--- config.mk ---
export PLATFORM = sky130hd
export DESIGN_NAME = midpoint_line_rasterizer_unit
export DESIGN_NICKNAME = d
export VERILOG_FILES = /design/src/rtl/mlr_pkg.sv /design/src/rtl/midpoint_line_rasterizer_unit.sv /design/src/rtl/mlr_ctrl.sv /design/src/rtl/mlr_datapath.sv
export SDC_FILE = /design/constraint.sdc
export NUM_CORES = 1
export LEC_CHECK = 0
export ABC_CLOCK_PERIOD_IN_PS = 6300
export BUFFER_PORTS_ARGS = -buffer_cell sky130_fd_sc_hd__buf_2
export CELL_PAD_IN_SITES_DETAIL_PLACEMENT = 0
export CELL_PAD_IN_SITES_GLOBAL_PLACEMENT = 1
export CORE_MARGIN = 2
export CORE_UTILIZATION = 45
export DETAILED_ROUTE_END_ITERATION = 8
export PLACE_DENSITY = 0.87
export SLEW_MARGIN = 20
export SYNTH_ARGS = -nofsm -noshare
export SYNTH_HDL_FRONTEND = slang
export SYNTH_SLANG_ARGS = --single-unit
--- constraint.sdc ---
create_clock -name clk -period 6.3 [get_ports clk]
set_input_delay 0.63 -clock clk [delete_from_list [all_inputs] [get_ports clk]]
set_output_delay 0.63 -clock clk [all_outputs]
set_load 0.02 [all_outputs]
--- src/rtl/mlr_pkg.sv ---
// Shared types and constants for the midpoint line rasterizer.
// Holds the command codes, decision test codes and controller/datapath structs.
package mlr_pkg;

    localparam int COORD_BITS_DEF = 6;

    localparam logic CMD_MOVE = 1'b0;
    localparam logic CMD_LINE = 1'b1;

    typedef enum logic [1:0] {
        DEC_GE0 = 2'b00,
        DEC_LT0 = 2'b01,
        DEC_GT0 = 2'b10
    } dec_test_t;

    typedef struct packed {
        logic load_move;
        logic load_line;
        logic setup;
        logic step;
    } mlr_ctl_t;

    typedef struct packed {
        logic zero_len;
        logic last_step;
        logic out_free;
    } mlr_sts_t;

endpackage

--- src/rtl/midpoint_line_rasterizer_unit.sv ---
// Midpoint line rasterizer top level: controller and datapath.
// Depends on mlr_pkg, mlr_ctrl and mlr_datapath.
//
// Request channel (cmd_valid/cmd_stall, cmd, x_coord, y_coord): cmd 0 moves the
// current point, cmd 1 draws a line from the current point to the target.
// Pixel channel (pixel_valid/pixel_stall, pixel_x, pixel_y, last_pixel): one
// request per plotted pixel, last_pixel set on the final one of each line.
// A move updates the current point. A line passes through a setup state, then
// yields one pixel per cycle while the receiver takes them, n pixels in all,
// where n is the longer axis span (up to 2^COORD_BITS - 1). Setup loads the
// walk; the first step loads the first pixel into the output register. A
// zero-length line passes through setup and emits nothing. The rate is set by
// the single walk unit, which advances one step a cycle while the output is
// free. The next request is taken once the last pixel of a line is in the
// output register. pixel_stall with a pixel held keeps it there and pauses
// the walk. Reset sets the current point to the origin and empties the output.
module midpoint_line_rasterizer_unit #(
    parameter int COORD_BITS = mlr_pkg::COORD_BITS_DEF
) (
    input  logic                  clk,
    input  logic                  rst_n,
    input  logic                  cmd_valid,
    output logic                  cmd_stall,
    input  logic                  cmd,
    input  logic [COORD_BITS-1:0] x_coord,
    input  logic [COORD_BITS-1:0] y_coord,
    output logic                  pixel_valid,
    input  logic                  pixel_stall,
    output logic [COORD_BITS-1:0] pixel_x,
    output logic [COORD_BITS-1:0] pixel_y,
    output logic                  last_pixel
);
    import mlr_pkg::*;

    mlr_ctl_t ctl;
    mlr_sts_t sts;

    mlr_ctrl u_ctrl (
        .clk       (clk),
        .rst_n     (rst_n),
        .cmd_valid (cmd_valid),
        .cmd       (cmd),
        .cmd_stall (cmd_stall),
        .sts       (sts),
        .ctl       (ctl)
    );

    mlr_datapath #(
        .COORD_BITS (COORD_BITS)
    ) u_datapath (
        .clk         (clk),
        .rst_n       (rst_n),
        .x_coord     (x_coord),
        .y_coord     (y_coord),
        .ctl         (ctl),
        .sts         (sts),
        .pixel_valid (pixel_valid),
        .pixel_stall (pixel_stall),
        .pixel_x     (pixel_x),
        .pixel_y     (pixel_y),
        .last_pixel  (last_pixel)
    );

endmodule

--- src/rtl/mlr_ctrl.sv ---
// Controller state machine for the midpoint line rasterizer.
// Depends on mlr_pkg; drives commands to mlr_datapath and reads its status.
module mlr_ctrl (
    input  logic            clk,
    input  logic            rst_n,
    input  logic            cmd_valid,
    input  logic            cmd,
    output logic            cmd_stall,
    input  mlr_pkg::mlr_sts_t sts,
    output mlr_pkg::mlr_ctl_t ctl
);
    import mlr_pkg::*;

    typedef enum logic [2:0] {
        ST_IDLE  = 3'b001,
        ST_SETUP = 3'b010,
        ST_RUN   = 3'b100
    } state_t;

    state_t state_reg;
    state_t state_next;

    always_comb
    begin
        ctl        = '0;
        state_next = state_reg;
        unique case (state_reg)
            ST_IDLE:
            begin
                if (cmd_valid)
                begin
                    if (cmd == CMD_LINE)
                    begin
                        ctl.load_line = 1'b1;
                        state_next    = ST_SETUP;
                    end
                    else
                    begin
                        ctl.load_move = 1'b1;
                    end
                end
            end
            ST_SETUP:
            begin
                ctl.setup  = 1'b1;
                state_next = sts.zero_len ? ST_IDLE : ST_RUN;
            end
            ST_RUN:
            begin
                if (sts.out_free)
                begin
                    ctl.step = 1'b1;
                    if (sts.last_step)
                    begin
                        state_next = ST_IDLE;
                    end
                end
            end
            default:
            begin
                state_next = ST_IDLE;
            end
        endcase
    end

    always_ff @(posedge clk or negedge rst_n)
    begin
        if (!rst_n)
        begin
            state_reg <= ST_IDLE;
        end
        else
        begin
            state_reg <= state_next;
        end
    end

    assign cmd_stall = (state_reg != ST_IDLE);

    a_setup_once: assert property (@(posedge clk) disable iff (!rst_n)
        (state_reg == ST_SETUP) |=> (state_reg != ST_SETUP))
        else $error("setup held for more than one cycle");

    a_last_to_idle: assert property (@(posedge clk) disable iff (!rst_n)
        (ctl.step && sts.last_step) |=> (state_reg == ST_IDLE))
        else $error("walk did not end after last step");

    a_zero_len_idle: assert property (@(posedge clk) disable iff (!rst_n)
        (state_reg == ST_SETUP && sts.zero_len) |=> (state_reg == ST_IDLE))
        else $error("zero-length line entered walk");

endmodule

--- src/rtl/mlr_datapath.sv ---
// Datapath for the midpoint line rasterizer: current point, octant setup,
// decision-variable walk and pixel output register. Depends on mlr_pkg.
module mlr_datapath #(
    parameter int COORD_BITS = mlr_pkg::COORD_BITS_DEF
) (
    input  logic                  clk,
    input  logic                  rst_n,
    input  logic [COORD_BITS-1:0] x_coord,
    input  logic [COORD_BITS-1:0] y_coord,
    input  mlr_pkg::mlr_ctl_t     ctl,
    output mlr_pkg::mlr_sts_t     sts,
    output logic                  pixel_valid,
    input  logic                  pixel_stall,
    output logic [COORD_BITS-1:0] pixel_x,
    output logic [COORD_BITS-1:0] pixel_y,
    output logic                  last_pixel
);
    import mlr_pkg::*;

    localparam int W  = COORD_BITS;
    localparam int DW = COORD_BITS + 4;

    logic [W-1:0] cur_x_reg, cur_y_reg;
    logic [W-1:0] tgt_x_reg, tgt_y_reg;
    logic [W-1:0] walk_x_reg, walk_y_reg;
    logic [W-1:0] cnt_reg;
    logic signed [DW-1:0] d_reg, inc_a_reg, inc_b_reg;
    dec_test_t test_reg;
    logic major_y_reg, major_dec_reg, minor_dec_reg;
    logic out_valid_reg, out_valid_next;
    logic [W-1:0] pix_x_reg, pix_y_reg;
    logic pix_last_reg;

    logic signed [W:0] dxr, dyr, adx, ady, odx, ody;
    logic dx_zero, dy_zero, dx_pos, dy_pos, same_sign;
    logic oct_sr, oct_shr, oct_shf, major_y, swap;
    logic signed [DW-1:0] e_dx, e_dy, dx2, dy2;
    logic signed [DW-1:0] d0, inc_a, inc_b;
    dec_test_t test;
    logic major_dec, minor_dec;
    logic [W-1:0] count;
    logic taken;

    assign dxr = $signed({1'b0, tgt_x_reg}) - $signed({1'b0, cur_x_reg});
    assign dyr = $signed({1'b0, tgt_y_reg}) - $signed({1'b0, cur_y_reg});
    assign adx = dxr[W] ? -dxr : dxr;
    assign ady = dyr[W] ? -dyr : dyr;
    assign dx_zero = (dxr == '0);
    assign dy_zero = (dyr == '0);
    assign dx_pos  = !dxr[W] && !dx_zero;
    assign dy_pos  = !dyr[W] && !dy_zero;
    assign same_sign = (dx_pos == dy_pos);

    assign oct_sr  = (dx_zero && dy_pos)
                   || (!dx_zero && !dy_zero && same_sign && (ady > adx));
    assign oct_shr = !oct_sr && !dx_zero && (dy_zero || same_sign);
    assign oct_shf = !oct_sr && !oct_shr && !dx_zero && (ady <= adx);
    assign major_y = !(oct_shr || oct_shf);

    assign swap = oct_sr ? dyr[W] : (major_y ? dy_pos : dxr[W]);
    assign odx  = swap ? -dxr : dxr;
    assign ody  = swap ? -dyr : dyr;
    assign e_dx = {{(DW-W-1){odx[W]}}, odx};
    assign e_dy = {{(DW-W-1){ody[W]}}, ody};
    assign dx2  = e_dx <<< 1;
    assign dy2  = e_dy <<< 1;
    assign count = major_y ? ady[W-1:0] : adx[W-1:0];

    always_comb
    begin
        priority if (oct_sr)
        begin
            d0 = dx2 - e_dy;  inc_a = dx2 - dy2;  inc_b = dx2;
            test = DEC_GE0;   major_dec = 1'b0;   minor_dec = 1'b0;
        end
        else if (oct_shr)
        begin
            d0 = e_dx - dy2;  inc_a = dx2 - dy2;  inc_b = -dy2;
            test = DEC_LT0;   major_dec = 1'b0;   minor_dec = 1'b0;
        end
        else if (oct_shf)
        begin
            d0 = -e_dx - dy2; inc_a = -dx2 - dy2; inc_b = -dy2;
            test = DEC_GT0;   major_dec = 1'b0;   minor_dec = 1'b1;
        end
        else
        begin
            d0 = -dx2 - e_dy; inc_a = -dx2 - dy2; inc_b = -dx2;
            test = DEC_LT0;   major_dec = 1'b1;   minor_dec = 1'b0;
        end
    end

    always_comb
    begin
        unique case (test_reg)
            DEC_GE0: taken = !d_reg[DW-1];
            DEC_LT0: taken = d_reg[DW-1];
            DEC_GT0: taken = !d_reg[DW-1] && (d_reg != '0);
            default: taken = 1'b0;
        endcase
    end

    always_ff @(posedge clk or negedge rst_n)
    begin
        if (!rst_n)
        begin
            cur_x_reg <= '0;
            cur_y_reg <= '0;
        end
        else if (ctl.load_move)
        begin
            cur_x_reg <= x_coord;
            cur_y_reg <= y_coord;
        end
        else if (ctl.setup)
        begin
            cur_x_reg <= tgt_x_reg;
            cur_y_reg <= tgt_y_reg;
        end
    end

    always_ff @(posedge clk)
    begin
        if (ctl.load_line)
        begin
            tgt_x_reg <= x_coord;
            tgt_y_reg <= y_coord;
        end
        if (ctl.setup)
        begin
            walk_x_reg    <= swap ? tgt_x_reg : cur_x_reg;
            walk_y_reg    <= swap ? tgt_y_reg : cur_y_reg;
            cnt_reg       <= count;
            d_reg         <= d0;
            inc_a_reg     <= inc_a;
            inc_b_reg     <= inc_b;
            test_reg      <= test;
            major_y_reg   <= major_y;
            major_dec_reg <= major_dec;
            minor_dec_reg <= minor_dec;
        end
        else if (ctl.step)
        begin
            cnt_reg <= cnt_reg - 1'b1;
            d_reg   <= d_reg + (taken ? inc_a_reg : inc_b_reg);
            if (major_y_reg)
            begin
                walk_y_reg <= major_dec_reg ? walk_y_reg - 1'b1 : walk_y_reg + 1'b1;
                if (taken)
                begin
                    walk_x_reg <= walk_x_reg + 1'b1;
                end
            end
            else
            begin
                walk_x_reg <= walk_x_reg + 1'b1;
                if (taken)
                begin
                    walk_y_reg <= minor_dec_reg ? walk_y_reg - 1'b1 : walk_y_reg + 1'b1;
                end
            end
        end
        if (ctl.step)
        begin
            pix_x_reg    <= walk_x_reg;
            pix_y_reg    <= walk_y_reg;
            pix_last_reg <= (cnt_reg == W'(1));
        end
    end

    assign out_valid_next = ctl.step || (out_valid_reg && pixel_stall);

    always_ff @(posedge clk or negedge rst_n)
    begin
        if (!rst_n)
        begin
            out_valid_reg <= 1'b0;
        end
        else
        begin
            out_valid_reg <= out_valid_next;
        end
    end

    assign sts.zero_len  = dx_zero && dy_zero;
    assign sts.last_step = (cnt_reg == W'(1));
    assign sts.out_free  = !out_valid_reg || !pixel_stall;

    assign pixel_valid = out_valid_reg;
    assign pixel_x     = pix_x_reg;
    assign pixel_y     = pix_y_reg;
    assign last_pixel  = pix_last_reg;

    a_step_free: assert property (@(posedge clk) disable iff (!rst_n)
        ctl.step |-> (!out_valid_reg || !pixel_stall))
        else $error("pixel overwritten while stalled");

    a_step_count: assert property (@(posedge clk) disable iff (!rst_n)
        ctl.step |-> (cnt_reg != '0))
        else $error("step with no pixels left");

    a_last_flag: assert property (@(posedge clk) disable iff (!rst_n)
        (ctl.step && cnt_reg == W'(1)) |=> (pixel_valid && last_pixel))
        else $error("final pixel not flagged");

endmodule

Word level (Yosys, flattened, before mapping)
Cells that the tools add are included.
{"block": "totals", "reg_bits": 94, "input_bits": 17, "out_inout_bits": 15, "word_cells": 148}
{"block": "op_classes", "add_sub_neg": 18, "n_lt_le_gt_ge": 2, "eq_ne": 13, "n_mux": 54, "reduce_logical": 40}
{"op": "$mux 6", "count": 19}
{"op": "$mux 10", "count": 11}
{"op": "$mux 7", "count": 4}
{"op": "$neg 8->10", "count": 2}
{"op": "$sub 10x8->10", "count": 2}
{"op": "$mux 3", "count": 5}
{"op": "$logic_and 1x1->1", "count": 14}
{"op": "$logic_not 7->1", "count": 2}
{"op": "$neg 7->7", "count": 2}
{"op": "$sub 6x6->7", "count": 2}
{"op": "$add 6x1->6 const B", "count": 2}
{"op": "$sub 6x1->6 const B", "count": 2}
{"op": "$add 10x10->10", "count": 1}
{"op": "$logic_not 1->1", "count": 10}
{"op": "$mux 1", "count": 10}
{"op": "$neg 7->10", "count": 1}
{"op": "$reduce_bool 10->1", "count": 1}
{"op": "$sub 10x7->10", "count": 1}
{"op": "$pmux 3 s3", "count": 1}
{"op": "$sub 7x8->9", "count": 1}
{"op": "$sub 8x7->9", "count": 1}
{"op": "$sub 8x8->9", "count": 1}
{"op": "$ne 2x2->1 const B", "count": 4}
{"op": "$gt 7x7->1", "count": 1}
{"op": "other kinds (19)", "count": 27}

Depth between registers and ports, before layout
{"block": "depth", "depth_word": 25, "mapped_depth": 21, "mapped_depth_nobuf": 21}

Modules after synthesis
From an unflattened synthesis, not the netlist that was laid out.
{"block": "unflattened", "cells_unflattened": 833, "hier_area_um2": 7862.5}
{"module": "mlr_datapath", "instances": 1, "cells_each": 816, "area_each_um2": 7692.4, "seq_area_each_um2": 2577.5}
{"module": "mlr_ctrl", "instances": 1, "cells_each": 17, "area_each_um2": 170.2, "seq_area_each_um2": 76.3}

Worst setup path before layout
OpenSTA, ideal clock, no wires.
{"block": "synth_timing", "kind": "register to register", "startpoint": "register u_datapath.tgt_x_reg[0]", "endpoint": "register u_datapath.d_reg[8], data pin", "setup_ps": 268, "arrival_time_ps": 4614, "slack_ps": 1418, "stages_incl_launch_ff": 21, "n_path_buf": 1, "synth_period_minus_slack_ps": 4882, "cell_sequence": "edfxtp_1 > inv_1 > ha_1 > fa_1 > nand2b_1 > a21o_2 > a21oi_4 > inv_1 > buf_2 > a21oi_1 > ha_1 > ha_1 > a21o_1 > a21oi_1 > o21bai_1 > a2111oi_0 > nor3_1 > xor2_1 > mux2i_1 > a21boi_0 > mux2i_1"}
{"block": "synth_via", "elab_chain_len": 25, "elab_cells_between_ends": 38, "classes_between": "add/sub: 8; order compare: 2; eq/ne: 1; mux: 9; reduce/logical: 18"}
{"item": "start: declaration", "line_no": "mlr_datapath.sv:24", "text": "logic [W-1:0] tgt_x_reg, tgt_y_reg;"}
{"item": "start signal: assignment", "line_no": "mlr_datapath.sv:126", "text": "tgt_x_reg <= x_coord;"}
{"item": "$sub 6x6->7 (*)", "line_no": "mlr_datapath.sv:44", "text": "assign dxr = $signed({1'b0, tgt_x_reg}) - $signed({1'b0, cur_x_reg});"}
{"item": "parallel branches: the longest is 22 deep, another holds $neg 7->7"}
{"item": "$mux 10 (*)", "line_no": "mlr_datapath.sv:71", "text": "priority if (oct_sr)"}
{"item": "$mux 10 (*)", "line_no": "mlr_datapath.sv:129", "text": "if (ctl.setup)"}
{"item": "end signal: assignment", "line_no": "mlr_datapath.sv:145", "text": "d_reg <= d_reg + (taken ? inc_a_reg : inc_b_reg);"}
{"item": "end: declaration", "line_no": "mlr_datapath.sv:27", "text": "logic signed [DW-1:0] d_reg, inc_a_reg, inc_b_reg;"}
Mark *: on every way between the ends.
A chain may end at the register's enable or synchronous reset.

Final worst setup path
{"block": "layout_timing", "startpoint": "register u_datapath.tgt_x_reg[0]", "endpoint": "register u_datapath.d_reg[6], data pin"}
The elaborated chain is that of the path after synthesis.

==> run_results.csv <==
group,metric,value,unit
status,status,"complete, no violations",
finish,nets,970,
routing,route.detailed.drc,0,
routing,avgViaCountPerCell,5.62,
yosys,synth_common_cells,"84 x ha_1, 77 x nand2_1, 75 x edfxtp_1, 64 x nor2_1, 63 x inv_1",
clocking,cts-root-buf,"clkbuf_16",
run,max_cap_violations,0,
critical_path,path_cells,"inv_1 -> ha_1 -> fa_1 -> nand2b_1 -> a21o_2 -> a21oi_4 -> inv_1 -> buf_4 -> o31ai_2 -> xnor2_1 -> ha_1 -> and4_1 -> nand3_1 -> a41o_1 -> a21oi_1 -> and4b_1 -> o21ai_0 -> a31o_2",
critical_path,cp-start-kind,"flip-flop",
clocking,htree_num_levels,3,
timing,slew_headroom,37.1,%
global_route,grt_first_pass_wirelength,30600,um
clocking,cts.sinks,91,
timing,fin_setup_tns,0,ps
clocking,insertion_delay,350,ps
critical_path,path_class,"reg -> reg",
global_route,grt_overflow_total,0,
global_route,grt_pass1_vias,5792,
clocking,cts_made_buffers,9,
yosys,synth.distinct_cells,81,
floorplanning,fp.dieW,136,um
routing,routedWlPerCell,17.0,um
finish,largest_register_ffs,10,
timing,post-route-period-util,82.2,%
timing,worstMarginPinSlew,940,ps
timing,finalCriticalPeriod,5180,ps
global_route,grt_max_degree,69,
timing,hold_viol,0,
finish,antenna_cells,0,
yosys,yosysMostFrequentCell,"ha_1",
critical_path,cpPeakStageDelay,800,ps
clocking,holdBufCountCts,0,
yosys,synth_largest_area_cell,"edfxtp_1",
critical_path,cp.required,6400,ps
critical_path,critPathMaxFanout,23,
floorplanning,rows,48,
finish,final_cells,1091,
routing,num_vias,6126,
clocking,path_clk_slew,70,ps
yosys,synth_area_leaders,"edfxtp_1 29%, ha_1 13%, xnor2_1 6.0%, dfrtp_1 4.8%, nand2_1 3.7%",
routing,initialDrtViolationCount,453,
finish,drive_gt1_share,12.0,%
placed_design,dpl.hpwl,14400,um
timing,drv_slew,0,
clocking,postCtsSetupRepairBufs,0,
timing,hold_ws,201,ps
yosys,ys_ff_latch,91,
clocking,cts_resized,0,
yosys,syn_area_per_cell,9.51,um^2
placed_design,dp_cells,1075,
placed_design,gp_congestion,0.929,
critical_path,worstReg2RegStart,"u_datapath.tgt_x_reg[0]",
critical_path,startpoint,"u_datapath.tgt_x_reg[0]",
timing,fin_skew,10.6,ps
timing,setup_violations,0,
yosys,synth_nets,937,
floorplanning,initial_core_util,45.9,%
floorplanning,fp.coreArea,17200,um^2
global_route,grt_util_all_layers,21.4,%
hold_path,hold_class,"in -> async",
yosys,synth.cell_area,7880,um^2
routing,wirelength,18600,um
floorplanning,dieHeight,136,um
critical_path,cp_data_arrival_time,5290,ps
floorplanning,ios,32,
placed_design,port_buffers,31,
clocking,cts_tree,"done",
global_route,antenna_found_initial,0,
yosys,syn_inst,828,
yosys,async_reset_ff_share,17.6,%
critical_path,endpoint_kind,"flip-flop",
finish,area_growth,9.51,%
yosys,synth_warnings,0,
yosys,netlist.area_leader.share,28.6,%
routing,dr.pass1.iters,5,
timing,timing.fmax,193,MHz
yosys,synth_edf_count,75,
yosys,yosysSeqAreaShare,33.7,%
timing,rsz0062_at_grt,"false",
critical_path,slowest_stage,"and4b_1",
floorplanning,die-area,18600,um^2
clocking,cts_buffer_depth,2,
routing,ant_nets,0,
yosys,synthFlopType,"edfxtp_1",
[stage by stage]
step	instance area, um^2	util (%)	setup slack [ps]
2_1_floorplan	7880	-	1420
3_3_place_gp	8310	48.4	1240
3_5_place_dp	8310	48.4	1130
4_1_cts	8630	50.2	1110
5_1_grt	8630	50.2	677
6_report	8630	50.2	1120
[cell usage in the layout (no fill, tap or decap), types with 3 or more instances in the layout]
master     synthesis  layout
o21a_1             4       4
nor2_1            64      64
mux2_2             9       9
o211ai_1           7       7
and3_1             9       9
clkbuf_16          0       9
inv_8              0       3
ha_1              84      84
a31o_2             3       3
a21o_1            19      19
xnor2_1           54      54
o21ai_1            5       5
a211oi_1           4       4
nor4_1             5       5
o22ai_1            6       6
a2111oi_0          4       4
o21ai_0           41      41
edfxtp_1          75      75
buf_2              7      31
a31oi_1            7       7
inv_1             63      62
a22oi_1           14      14
o21bai_1          15      15
nand3_1           12      12
or3_1              5       5
nor3_1             9       9
dfrtp_1           15      15
a221oi_1           3       3
nand2b_1          10      10
buf_4              2      15
nand2_1           77      77
xor2_1            26      26
fa_1               8       8
mux2i_1           18      18
inv_2              4       5
and2_1             3       3
nor2b_1           10      10
o31ai_1            4       4
a21oi_1           56      56
[worst paths after layout]
kind	endpoint	slack, ps	cells past startpoint
setup / recovery	u_datapath.d_reg[6]	1120	18
hold / removal	u_datapath.cur_y_reg[4]	200	1
setup reg to reg	u_datapath.d_reg[6]	1120	18
hold reg to reg	u_datapath.pixel_y[5]	480	0
max in group asynchronous	u_ctrl.state_reg[0]	5770	1
min in group clk	u_datapath.tgt_x_reg[2]	460	1
[layout make-up]
cell class,instances,area [um^2]
clock buffers,9,225
clock inverters,7,88.8
fillers,1640,8550
inverters,68,255
multi-input cells,645,4850
flip-flops and latches,91,2650
well taps,225,282
repair buffers,46,268
[critical path: cells and delay by family, from the launching register on]
family                     cells  cell delay, ps
and+or+nand+nor                4            1250
DFF                            1             350
adders and majority gates      3             930
xor gates and xnor gates       1             210
buffers and inverters          3             440
AOI/OAI and AO/OA              7            1740
[layer usage]
layer  global-route usage [%]  share of wire [%]
met4                     5.50                1.6
met3                     3.91                5.5
met5                        0                  0
met2                     31.8                 43
met1                     31.9                 50
[cells by family after synthesis]
| group | count (synthesis) | synth area share (%) |
|---|---|---|
| simple gates | 222 | 13.5 |
| compound gates | 220 | 19.3 |
| buf+inv | 92 | 4.69 |
| fa+ha+maj | 92 | 15.4 |
| flops | 91 | 33.7 |
| xor+xnor | 84 | 9.86 |
| mux | 27 | 3.57 |
Power is not shown: default switching activity piles up to over one toggle a cycle in this logic, so the estimate is an artifact.
